File: src/lspq_pkg.sv
// Package for the linear-scan priority queue: opcodes, status codes,
// sequencer states, compare-unit result type and parameter defaults.
// Used by lspq_cmp and linear_scan_priority_queue_unit.
package lspq_pkg;

  localparam int DEF_CAPACITY      = 64;
  localparam int DEF_VALUE_BITS    = 32;
  localparam int DEF_PRIORITY_BITS = 16;

  localparam int OP_BITS     = 3;
  localparam int STATUS_BITS = 3;

  localparam logic [OP_BITS-1:0] OP_ENQUEUE = 3'd0;
  localparam logic [OP_BITS-1:0] OP_DEQUEUE = 3'd1;
  localparam logic [OP_BITS-1:0] OP_CHANGE  = 3'd2;
  localparam logic [OP_BITS-1:0] OP_CLEAR   = 3'd3;
  localparam logic [OP_BITS-1:0] OP_PEEK    = 3'd4;

  localparam logic [STATUS_BITS-1:0] STAT_OK        = 3'd0;
  localparam logic [STATUS_BITS-1:0] STAT_EMPTY     = 3'd1;
  localparam logic [STATUS_BITS-1:0] STAT_NOT_FOUND = 3'd2;
  localparam logic [STATUS_BITS-1:0] STAT_RAISED    = 3'd3;
  localparam logic [STATUS_BITS-1:0] STAT_FULL      = 3'd4;

  typedef enum logic [1:0] {
    S_IDLE,
    S_SCAN,
    S_SHIFT,
    S_DONE
  } seq_state_t;

  // Result of the shared compare unit for one entry read from the store.
  typedef struct packed {
    logic better;  // entry beats the current best (priority, then value)
    logic match;   // entry value equals the lookup key
    logic raise;   // requested priority is larger than the entry's
  } cmp_res_t;

endpackage

File: src/lspq_store.sv
// Entry store: value and priority arrays with one write port and one
// registered read port. Depends on nothing but its parameters.
module lspq_store #(
  parameter int DEPTH = 64,
  parameter int VW    = 32,
  parameter int PW    = 16,
  parameter int AW    = 6
) (
  input  logic          clk,
  input  logic          we,
  input  logic [AW-1:0] waddr,
  input  logic [VW-1:0] wval,
  input  logic [PW-1:0] wpri,
  input  logic          re,
  input  logic [AW-1:0] raddr,
  output logic [VW-1:0] rval,
  output logic [PW-1:0] rpri
);

  logic [VW-1:0] val_mem [DEPTH];
  logic [PW-1:0] pri_mem [DEPTH];

  always_ff @(posedge clk) begin
    if (we) begin
      val_mem[waddr] <= wval;
      pri_mem[waddr] <= wpri;
    end
  end

  always_ff @(posedge clk) begin
    if (re) begin
      rval <= val_mem[raddr];
      rpri <= pri_mem[raddr];
    end
  end

endmodule

File: src/lspq_cmp.sv
// Shared compare unit: ranks one entry against the running best and
// checks it against the lookup key. Depends on lspq_pkg.
module lspq_cmp #(
  parameter int VW = 32,
  parameter int PW = 16
) (
  input  logic [VW-1:0]      ent_val,
  input  logic [PW-1:0]      ent_pri,
  input  logic [VW-1:0]      best_val,
  input  logic [PW-1:0]      best_pri,
  input  logic [VW-1:0]      key_val,
  input  logic [PW-1:0]      key_pri,
  output lspq_pkg::cmp_res_t res
);
  import lspq_pkg::*;

  always_comb begin
    res.better = (ent_pri < best_pri) || ((ent_pri == best_pri) && (ent_val < best_val));
    res.match  = (ent_val == key_val);
    res.raise  = (key_pri > ent_pri);
  end

endmodule

File: src/linear_scan_priority_queue_unit.sv
// Linear-scan min-priority queue: unsorted entry store, one shared compare
// unit and the sequencer that walks the store. Depends on lspq_pkg,
// lspq_store and lspq_cmp.
//
// Usage: an item arrives on in_valid/in_ready with in_opcode, in_item_value
// and in_item_priority; one result leaves on out_valid/out_ready with
// out_status, out_head_value, out_head_priority and out_entry_count.
// The block takes one item at a time; in_ready is high only while idle.
// Enqueue, clear, unused opcodes and requests on an empty queue need no
// walk of the store. Peek and change priority read the store one entry
// per cycle through its single read port (change stops at the first
// matching value). Dequeue scans, then moves the later entries down one
// place per cycle.
// The result sits in an output register; the next item is accepted while
// it waits, and a stalled receiver only holds the following result back.
// Reset empties the queue at once; the store contents are not cleared.
module linear_scan_priority_queue_unit #(
  parameter int CAPACITY      = lspq_pkg::DEF_CAPACITY,
  parameter int VALUE_BITS    = lspq_pkg::DEF_VALUE_BITS,
  parameter int PRIORITY_BITS = lspq_pkg::DEF_PRIORITY_BITS,
  parameter int CW            = $clog2(CAPACITY + 1)
) (
  input  logic                                clk,
  input  logic                                rst_n,
  input  logic                                in_valid,
  output logic                                in_ready,
  input  logic [lspq_pkg::OP_BITS-1:0]        in_opcode,
  input  logic [VALUE_BITS-1:0]               in_item_value,
  input  logic [PRIORITY_BITS-1:0]            in_item_priority,
  output logic                                out_valid,
  input  logic                                out_ready,
  output logic [lspq_pkg::STATUS_BITS-1:0]    out_status,
  output logic [VALUE_BITS-1:0]               out_head_value,
  output logic [PRIORITY_BITS-1:0]            out_head_priority,
  output logic [CW-1:0]                       out_entry_count
);
  import lspq_pkg::*;

  localparam int AW = (CAPACITY > 1) ? $clog2(CAPACITY) : 1;
  localparam logic [CW-1:0] CAP_C = CW'(CAPACITY);

  seq_state_t state_r, state_nxt;

  logic [CW-1:0]            count_r, count_nxt;
  logic [OP_BITS-1:0]       op_r, op_nxt;
  logic [VALUE_BITS-1:0]    key_val_r, key_val_nxt;
  logic [PRIORITY_BITS-1:0] key_pri_r, key_pri_nxt;
  logic [CW-1:0]            issue_r, issue_nxt;
  logic                     pend_r, pend_nxt;
  logic [CW-1:0]            pend_idx_r, pend_idx_nxt;
  logic [VALUE_BITS-1:0]    best_val_r, best_val_nxt;
  logic [PRIORITY_BITS-1:0] best_pri_r, best_pri_nxt;
  logic [CW-1:0]            best_idx_r, best_idx_nxt;
  logic [STATUS_BITS-1:0]   res_status_r, res_status_nxt;
  logic [VALUE_BITS-1:0]    res_val_r, res_val_nxt;
  logic [PRIORITY_BITS-1:0] res_pri_r, res_pri_nxt;

  logic                     out_valid_r, out_valid_nxt;
  logic [STATUS_BITS-1:0]   out_status_r, out_status_nxt;
  logic [VALUE_BITS-1:0]    out_val_r, out_val_nxt;
  logic [PRIORITY_BITS-1:0] out_pri_r, out_pri_nxt;
  logic [CW-1:0]            out_cnt_r, out_cnt_nxt;

  logic                     mem_we, mem_re;
  logic [AW-1:0]            mem_waddr, mem_raddr;
  logic [VALUE_BITS-1:0]    mem_wval, mem_rval;
  logic [PRIORITY_BITS-1:0] mem_wpri, mem_rpri;

  cmp_res_t                 cmp;
  logic                     take;
  logic [VALUE_BITS-1:0]    cur_val;
  logic [PRIORITY_BITS-1:0] cur_pri;
  logic [CW-1:0]            cur_idx;
  logic [CW-1:0]            last_idx;
  logic                     in_acc;

  lspq_store #(
    .DEPTH(CAPACITY),
    .VW   (VALUE_BITS),
    .PW   (PRIORITY_BITS),
    .AW   (AW)
  ) u_store (
    .clk  (clk),
    .we   (mem_we),
    .waddr(mem_waddr),
    .wval (mem_wval),
    .wpri (mem_wpri),
    .re   (mem_re),
    .raddr(mem_raddr),
    .rval (mem_rval),
    .rpri (mem_rpri)
  );

  lspq_cmp #(
    .VW(VALUE_BITS),
    .PW(PRIORITY_BITS)
  ) u_cmp (
    .ent_val (mem_rval),
    .ent_pri (mem_rpri),
    .best_val(best_val_r),
    .best_pri(best_pri_r),
    .key_val (key_val_r),
    .key_pri (key_pri_r),
    .res     (cmp)
  );

  assign in_ready          = (state_r == S_IDLE);
  assign in_acc            = in_valid && in_ready;
  assign out_valid         = out_valid_r;
  assign out_status        = out_status_r;
  assign out_head_value    = out_val_r;
  assign out_head_priority = out_pri_r;
  assign out_entry_count   = out_cnt_r;

  assign last_idx = count_r - CW'(1);

  // The first entry returned seeds the running best.
  assign take    = (pend_idx_r == '0) || cmp.better;
  assign cur_val = take ? mem_rval : best_val_r;
  assign cur_pri = take ? mem_rpri : best_pri_r;
  assign cur_idx = take ? pend_idx_r : best_idx_r;

  always_ff @(posedge clk) begin
    if (!rst_n) begin
      state_r     <= S_IDLE;
      count_r     <= '0;
      pend_r      <= 1'b0;
      out_valid_r <= 1'b0;
    end else begin
      state_r     <= state_nxt;
      count_r     <= count_nxt;
      pend_r      <= pend_nxt;
      out_valid_r <= out_valid_nxt;
    end
  end

  always_ff @(posedge clk) begin
    op_r         <= op_nxt;
    key_val_r    <= key_val_nxt;
    key_pri_r    <= key_pri_nxt;
    issue_r      <= issue_nxt;
    pend_idx_r   <= pend_idx_nxt;
    best_val_r   <= best_val_nxt;
    best_pri_r   <= best_pri_nxt;
    best_idx_r   <= best_idx_nxt;
    res_status_r <= res_status_nxt;
    res_val_r    <= res_val_nxt;
    res_pri_r    <= res_pri_nxt;
    out_status_r <= out_status_nxt;
    out_val_r    <= out_val_nxt;
    out_pri_r    <= out_pri_nxt;
    out_cnt_r    <= out_cnt_nxt;
  end

  always_comb begin
    state_nxt      = state_r;
    count_nxt      = count_r;
    op_nxt         = op_r;
    key_val_nxt    = key_val_r;
    key_pri_nxt    = key_pri_r;
    issue_nxt      = issue_r;
    pend_nxt       = 1'b0;
    pend_idx_nxt   = pend_idx_r;
    best_val_nxt   = best_val_r;
    best_pri_nxt   = best_pri_r;
    best_idx_nxt   = best_idx_r;
    res_status_nxt = res_status_r;
    res_val_nxt    = res_val_r;
    res_pri_nxt    = res_pri_r;
    out_valid_nxt  = out_valid_r && !out_ready;
    out_status_nxt = out_status_r;
    out_val_nxt    = out_val_r;
    out_pri_nxt    = out_pri_r;
    out_cnt_nxt    = out_cnt_r;
    mem_we         = 1'b0;
    mem_waddr      = count_r[AW-1:0];
    mem_wval       = in_item_value;
    mem_wpri       = in_item_priority;
    mem_re         = 1'b0;
    mem_raddr      = issue_r[AW-1:0];

    // Walking phases issue one read per cycle until the last entry.
    if ((state_r == S_SCAN) || (state_r == S_SHIFT)) begin
      if (issue_r < count_r) begin
        mem_re       = 1'b1;
        issue_nxt    = issue_r + CW'(1);
        pend_nxt     = 1'b1;
        pend_idx_nxt = issue_r;
      end
    end

    unique case (state_r)
      S_IDLE: begin
        if (in_acc) begin
          op_nxt         = in_opcode;
          key_val_nxt    = in_item_value;
          key_pri_nxt    = in_item_priority;
          res_status_nxt = STAT_OK;
          res_val_nxt    = '0;
          res_pri_nxt    = '0;
          issue_nxt      = '0;
          state_nxt      = S_DONE;
          case (in_opcode)
            OP_ENQUEUE: begin
              if (count_r == CAP_C) begin
                res_status_nxt = STAT_FULL;
              end else begin
                mem_we    = 1'b1;
                count_nxt = count_r + CW'(1);
              end
            end
            OP_DEQUEUE, OP_PEEK: begin
              if (count_r == '0) begin
                res_status_nxt = STAT_EMPTY;
              end else begin
                state_nxt = S_SCAN;
              end
            end
            OP_CHANGE: begin
              res_status_nxt = STAT_NOT_FOUND;
              if (count_r != '0) begin
                state_nxt = S_SCAN;
              end
            end
            OP_CLEAR: begin
              count_nxt = '0;
            end
            default: begin
            end
          endcase
        end
      end

      S_SCAN: begin
        if (pend_r) begin
          if (op_r == OP_CHANGE) begin
            if (cmp.match) begin
              if (cmp.raise) begin
                res_status_nxt = STAT_RAISED;
              end else begin
                res_status_nxt = STAT_OK;
                mem_we         = 1'b1;
                mem_waddr      = pend_idx_r[AW-1:0];
                mem_wval       = mem_rval;
                mem_wpri       = key_pri_r;
              end
              pend_nxt  = 1'b0;
              state_nxt = S_DONE;
            end else if (pend_idx_r == last_idx) begin
              pend_nxt  = 1'b0;
              state_nxt = S_DONE;
            end
          end else begin
            best_val_nxt = cur_val;
            best_pri_nxt = cur_pri;
            best_idx_nxt = cur_idx;
            if (pend_idx_r == last_idx) begin
              res_val_nxt = cur_val;
              res_pri_nxt = cur_pri;
              pend_nxt    = 1'b0;
              if (op_r == OP_DEQUEUE) begin
                if (cur_idx == last_idx) begin
                  count_nxt = last_idx;
                  state_nxt = S_DONE;
                end else begin
                  issue_nxt = cur_idx + CW'(1);
                  state_nxt = S_SHIFT;
                end
              end else begin
                state_nxt = S_DONE;
              end
            end
          end
        end
      end

      S_SHIFT: begin
        // Each entry read at index i lands one place lower.
        if (pend_r) begin
          mem_we    = 1'b1;
          mem_waddr = pend_idx_r[AW-1:0] - AW'(1);
          mem_wval  = mem_rval;
          mem_wpri  = mem_rpri;
          if (pend_idx_r == last_idx) begin
            count_nxt = last_idx;
            pend_nxt  = 1'b0;
            state_nxt = S_DONE;
          end
        end
      end

      S_DONE: begin
        if (!out_valid_r || out_ready) begin
          out_valid_nxt  = 1'b1;
          out_status_nxt = res_status_r;
          out_val_nxt    = res_val_r;
          out_pri_nxt    = res_pri_r;
          out_cnt_nxt    = count_r;
          state_nxt      = S_IDLE;
        end
      end

      default: begin
        state_nxt = S_IDLE;
      end
    endcase
  end

endmodule
File: config.mk
export PLATFORM = sky130hd
export DESIGN_NAME = linear_scan_priority_queue_unit
export DESIGN_NICKNAME = d
export VERILOG_FILES = /design/src/lspq_pkg.sv /design/src/lspq_store.sv /design/src/lspq_cmp.sv /design/src/linear_scan_priority_queue_unit.sv
export SDC_FILE = /design/constraint.sdc
export NUM_CORES = 2
export LEC_CHECK = 0
export ABC_AREA = 1
export CAP_MARGIN = 20
export CORE_UTILIZATION = 35
export DETAILED_ROUTE_END_ITERATION = 8
export DONT_BUFFER_PORTS = 1
export SLEW_MARGIN = 5
export SYNTH_ARGS = -nofsm -noshare
export SYNTH_HDL_FRONTEND = slang
export SYNTH_SLANG_ARGS = --single-unit
export TNS_END_PERCENT = 50
File: constraint.sdc
create_clock -name clk -period 7.39 [get_ports clk]
set_input_delay 0.3695 -clock clk [delete_from_list [all_inputs] [get_ports clk]]
set_output_delay 0.3695 -clock clk [all_outputs]
set_load 0.01 [all_outputs]
# Word-level counts from Yosys, hierarchy flattened
# Memories as Yosys holds them, arrays and structs flattened. A register that Yosys moved wholly into a read port is not among the register bits.
# Cells that the tools add are included.
[word_totals]
register_bits = 240
latch_bits = 0
ram_bits = 3072
romBits = 0
input_bits = 55
out_inout_bits = 60
word_cells = 179
n_memories = 2
[op_classes]
n_addsub = 5
mul = 0
div = 0
magnitude_cmp = 4
n_eq_ne = 28
shifts = 0
mux = 95
n_bitwise = 1
n_reduce_logical = 25
[memory_table]
columns = ["name", "words", "word_bits", "rd", "rd_ports_with_merged_regs", "write_ports", "line_no", "text"]
rows = [
  ["u_store.val_mem", 64, 32, 1, 1, 1, "lspq_store.sv:20", "logic [VW-1:0] val_mem [DEPTH];"],
  ["u_store.pri_mem", 64, 16, 1, 1, 1, "lspq_store.sv:21", "logic [PW-1:0] pri_mem [DEPTH];"],
]
[ops]
columns = ["op", "count"]
rows = [
  ["$mux 32", 10],
  ["$mux 16", 10],
  ["$pmux 32 s2", 2],
  ["$mux 7", 18],
  ["$pmux 16 s2", 2],
  ["$eq 32x32->1", 1],
  ["$lt 32x32->1", 1],
  ["$mux 6", 5],
  ["$pmux 7 s2", 2],
  ["$mux 2", 12],
  ["$add 7x1->7 const B", 3],
  ["$mux 1", 21],
  ["$pmux 7 s3", 1],
  ["$eq 16x16->1", 1],
  ["$gt 16x16->1", 1],
  ["$lt 16x16->1", 1],
  ["$mux 3", 5],
  ["$reduce_and 5->1", 3],
  ["$eq 7x7->1", 2],
  ["$logic_not 7->1", 2],
  ["$ne 2x1->1 const B", 6],
  ["$pmux 6 s2", 1],
  ["$reduce_and 11->1", 1],
  ["$ne 2x2->1 const B", 5],
  ["other kinds (29)", 42],
]

# Logic depth before layout (Yosys ltp)
[depth]
word_depth = 12
ltp_mapped = 26
ltp_nobuf = 26

# By module
# From an unflattened synthesis, not the netlist that was laid out.
[unflattened]
hier_cells = 11500
hier_area_um2 = 137799.7
[by_module_without_submodules]
columns = ["mod", "instances", "cells_per_inst", "area_each_um2", "seq_area_each_um2"]
rows = [
  ["lspq_store", 1, 10118, 124769.7, 93689.9],
  ["linear_scan_priority_queue_unit", 1, 1062, 10994.3, 7026.7],
  ["lspq_cmp", 1, 320, 2035.7, 0.0],
]

# Worst setup path before layout
# No wires, ideal clock.
[synth_timing]
kind = "flip-flop to flip-flop"
from = "register count_r[0]"
to = "register res_pri_r[0], enable pin"
setup_ns = 0.513
arrival_ns = 5.049
required_ns = 6.877
slack_ns = 1.828
stages_incl_launch_ff = 11
path_buffers = 0
period_less_slack_ns = 5.562
cell_sequence = "dfxtp_1 -> inv_2 -> ha_1 -> inv_1 -> nand2_1 -> nand4_1 -> a21oi_2 -> nand3_2 -> nor4_4 -> nor2_2 -> nor3_1"
[synth_via]
elab_chain_len = 4
[synth_rtl]
columns = ["item", "line_no", "text"]
rows = [
  ["from (decl)", "linear_scan_priority_queue_unit.sv:44", "logic [CW-1:0] count_r, count_nxt;"],
  ["from (signal assigned)", "linear_scan_priority_queue_unit.sv:131", "count_r <= count_nxt;"],
  ["$sub 7x1->7", "linear_scan_priority_queue_unit.sv:115", "assign last_idx = count_r - CW'(1);"],
  ["$eq 7x7->1", "linear_scan_priority_queue_unit.sv:257", "if (pend_idx_r == last_idx) begin"],
  ["$ne 2x1->1 (no source line)", "n/a", ""],
  ["$reduce_and 5->1 (no source line)", "n/a", ""],
  ["to (signal assigned)", "linear_scan_priority_queue_unit.sv:148", "res_pri_r <= res_pri_nxt;"],
  ["to (decl)", "linear_scan_priority_queue_unit.sv:56", "logic [PRIORITY_BITS-1:0] res_pri_r, res_pri_nxt;"],
]
# Every way passes these cells.
# A chain may end at the register's enable or synchronous reset.

# Final worst setup path
[layout_timing]
from = "register u_store.rpri[3] (read register of u_store.pri_mem)"
to = "memory u_store.val_mem[63][24], enable pin"
[layout_via]
elab_chain_len = 8
elab_cells_between_ends = 13
cone_classes = "order compare: 1; mux: 12"
[layout_rtl]
columns = ["item", "line_no", "text"]
rows = [
  ["from (decl)", "lspq_store.sv:17", "output logic [PW-1:0] rpri"],
  ["$gt 16x16->1 (*)", "lspq_cmp.sv:20", "res.raise = (key_pri > ent_pri);"],
  ["$mux 1", "linear_scan_priority_queue_unit.sv:238", "if (cmp.raise) begin"],
  ["$mux 1", "linear_scan_priority_queue_unit.sv:237", "if (cmp.match) begin"],
  ["$mux 1", "linear_scan_priority_queue_unit.sv:236", "if (op_r == OP_CHANGE) begin"],
  ["$mux 1", "linear_scan_priority_queue_unit.sv:235", "if (pend_r) begin"],
  ["$pmux 1 s3", "linear_scan_priority_queue_unit.sv:192", "unique case (state_r)"],
  ["$mux 1", "lspq_store.sv:24", "if (we) begin"],
  ["$mux 1 (implied by the code)", "lspq_store.sv:25", "val_mem[waddr] <= wval;"],
  ["to (decl)", "lspq_store.sv:20", ""],
]
# Every way passes the cells marked *; elsewhere a longest branch is shown, timed or not.

==> metrics <==
status finished clean; crit-path cells inv_1, ha_1, nand2_1, o21ai_0, nand3_1, o211ai_1, nand3_1, nand2_1, nand2_1, nand3_2, buf_4, o211ai_2, nand3_1, o21ai_2, inv_1, nand3_2, nor2_4, buf_4; Layout area overhead 13.7%; total power 60.2 mW; GR peak layer met2; CTS root buf clkbuf_16; clk sink count 3360; largest family of logic cells by synthesized area compound AO/OA/AOI/OAI gates; met2 GRT Util about a third; # IOs 115; PortBufs 0; CTS buffer count 342; Post-CTS Resized 0; routability congestion estimate between 0.8 and 0.9; fmax 182 MHz; Yosys top cell by area edfxtp_1; Hold WS 59.1 ps; XOR/XNOR share of the synthesized area less than 1%; DR DRC count 0; gr usage total 21.9%; H-tree Lvls 5; first-pass GRT wire length 616000 µm; crit path max fanout 49; Synthesized Nets 10200; Synth Area in Compound Gates 12.7%; Cell Area, Placed 140000 µm²; fraction of layout cells with a size suffix above 1 8.76%; Post-Layout Cell Count 15200; clock skew 77.9 ps; Clock Path Buffers 4; most frequent cells in the layout 3342 x edfxtp_1, 1705 x nor2_1, 1660 x o21ai_0, 531 x nand2_1, 517 x o22ai_1; CTS tree yes; row count 226; post-synth top area share around 75%; vias in the first global route 82700; crit end category flop; critical path required time 7960 ps; type of origin of the critical path flop; Slew Limit Fails 0; Post-synth EDFFs 3342; post-synthesis mux area share 0%; RSZ-0062 raised after global routing no; max_slew headroom 14.1%; dpl hpwl 252000 µm; adder-cell share of the synthesized area less than 1%; Synth area leaders edfxtp_1 75%, o21ai_0 6.2%, nor2_1 5.0%; Detailed Route Iter0 Violations approximately 14000; initial antenna violation count 50; worst slew pin tran around 1300 ps; leakage power slightly below 50 nW; sequential-to-total area share from yosys stat 75.3%; Final min period approximately 5500 ps; CP max stage delay just under 900 ps; FFs w/ async S/R, synth 0%; met1 Resource Use GR 30.6%; total negative slack 0 ps; clk_lat worst skew 960 ps; design area approximately 150000 µm²; WL/cell 28.6 µm; Via density about 5.8; Die ar. 385000 µm²; Top FF cell, synth edfxtp_1; largest net degree at the start of global routing 177; CTS clk-pin slew, worst paths 60 ps; Synth cell types between 50 and 60; synthesis-stage register bit count 3360; pre-CTS setup slack 2060 ps; dpl cells 14500; commonest non-fill, non-tap cell in the layout edfxtp_1; Initial Util between 30% and 40%; Final Hold Vio Count 0; class of the worst hold path in2reg; kind of critical path reg2reg; Final period util 74.2%; fin nets 10100; CP arrival 6060 ps; power density over the cells 396 nW/µm²; ANT nets after route 0; Ys Warns 0; grt total ovfl 0; Avg Cell Area, Syn 13.3 µm²; Die Wd 620 µm; Crit-path slowest cell nor2_4; Peak VDD IR around 0.33 mV; core area 380000 µm²; area share of and/or/nand/nor cells after synthesis a little over 8%; vias 89100; max cap viols 0; final design utilization 40.1%; Syn Inst Count 10000; First-pass DRT Iterations 6; die height 620 µm; GR met3 Demand/Resource around 5.5%; endpoints failing setup 0; fin worst setup slack ~1900 ps; Mapped Area approximately 130000 µm²; final wirelength 435000 µm
## final cells by class
cell class | count | area (µm²)
fillers | 34600 | 228000
flip-flops and latches | 3360 | 101000
multi-input cells | 5722 | 30300
clock buffers | 412 | 8880
well taps | 5016 | 6280
repair buffers | 264 | 2710
clock inverters | 214 | 2240
inverters | 232 | 921
diodes | 10 | 25.0
## timing repair
action                                 CTS  global route
buffers inserted                         0             0
hold buffers                            54             0
endpoints found under the hold margin  280             0
## final timing paths
kind	slack [ps]	from	depth (start not counted)	end
worst min register to register	410	res_pri_r[1]	0	out_head_priority[1]
worst max-delay path	1910	u_store.rpri[3]	18	u_store.val_mem[63][24]
worst min-delay path	60	in_item_value[19]	3	u_store.val_mem[8][19]
worst max register to register	1910	u_store.rpri[3]	18	u_store.val_mem[63][24]
## synth_stat cells (89+ instances only)
master	n
o22ai_1	517
o21ai_0	1660
o221ai_1	300
edfxtp_1	3342
o211ai_1	89
nand4_1	102
inv_1	214
clkbuf_1	609
nor2_1	1772
a21oi_1	151
nand2_1	532
nand3_1	230
## logic make-up (layout without fill, tap and decap cells)
kind of cell    count (synthesis)  count (layout)
flops                        3360            3360
other cells                     0              10
simple gates                 2711            2711
fa+ha+maj                      80              80
compound gates               2885            2885
xor+xnor                       46              46
buf+inv                       945            1122
## routing by layer
metal	wire [µm]	vias up
met4	13200	20
met2	196000	5684
met5	148	-
met3	53900	677
met1	172000	45100
li1	-	37600
## critical path: cells and delay by family, from the launching register on
kind                       cells  cell delay [ps]
adders and majority gates      1              300
AOI/OAI and AO/OA              4              680
buffers and inverters          4             1540
DFF                            1              360
and+or+nand+nor                9             2170
## flip-flops by register name (all words and copies together), names as in the netlist, 3 cells and up
| signal | flops |
|---|---|
| u_store.val_mem | 2048 |
| u_store.pri_mem | 1024 |
| best_val_r | 32 |
| key_val_r | 32 |
| out_head_value | 32 |
| res_val_r | 32 |
| u_store.rval | 32 |
| best_pri_r | 16 |
| key_pri_r | 16 |
| out_head_priority | 16 |
| res_pri_r | 16 |
| u_store.rpri | 16 |
| best_idx_r | 7 |
| count_r | 7 |
| issue_r | 7 |
| out_entry_count | 7 |
| pend_idx_r | 7 |
| op_r | 3 |
| out_status | 3 |
| res_status_r | 3 |
## report_power, final
group / internal (mW) / switching (mW) / leakage, nW
logic: 3.64 / 14.3 / 12.5
clock network: 9.77 / 7.55 / 5.39
registers: 24.6 / 0.473 / 30.5
total: 38.0 / 22.3 / 48.4
No activity file was read; power rests on OpenSTA's default activity.
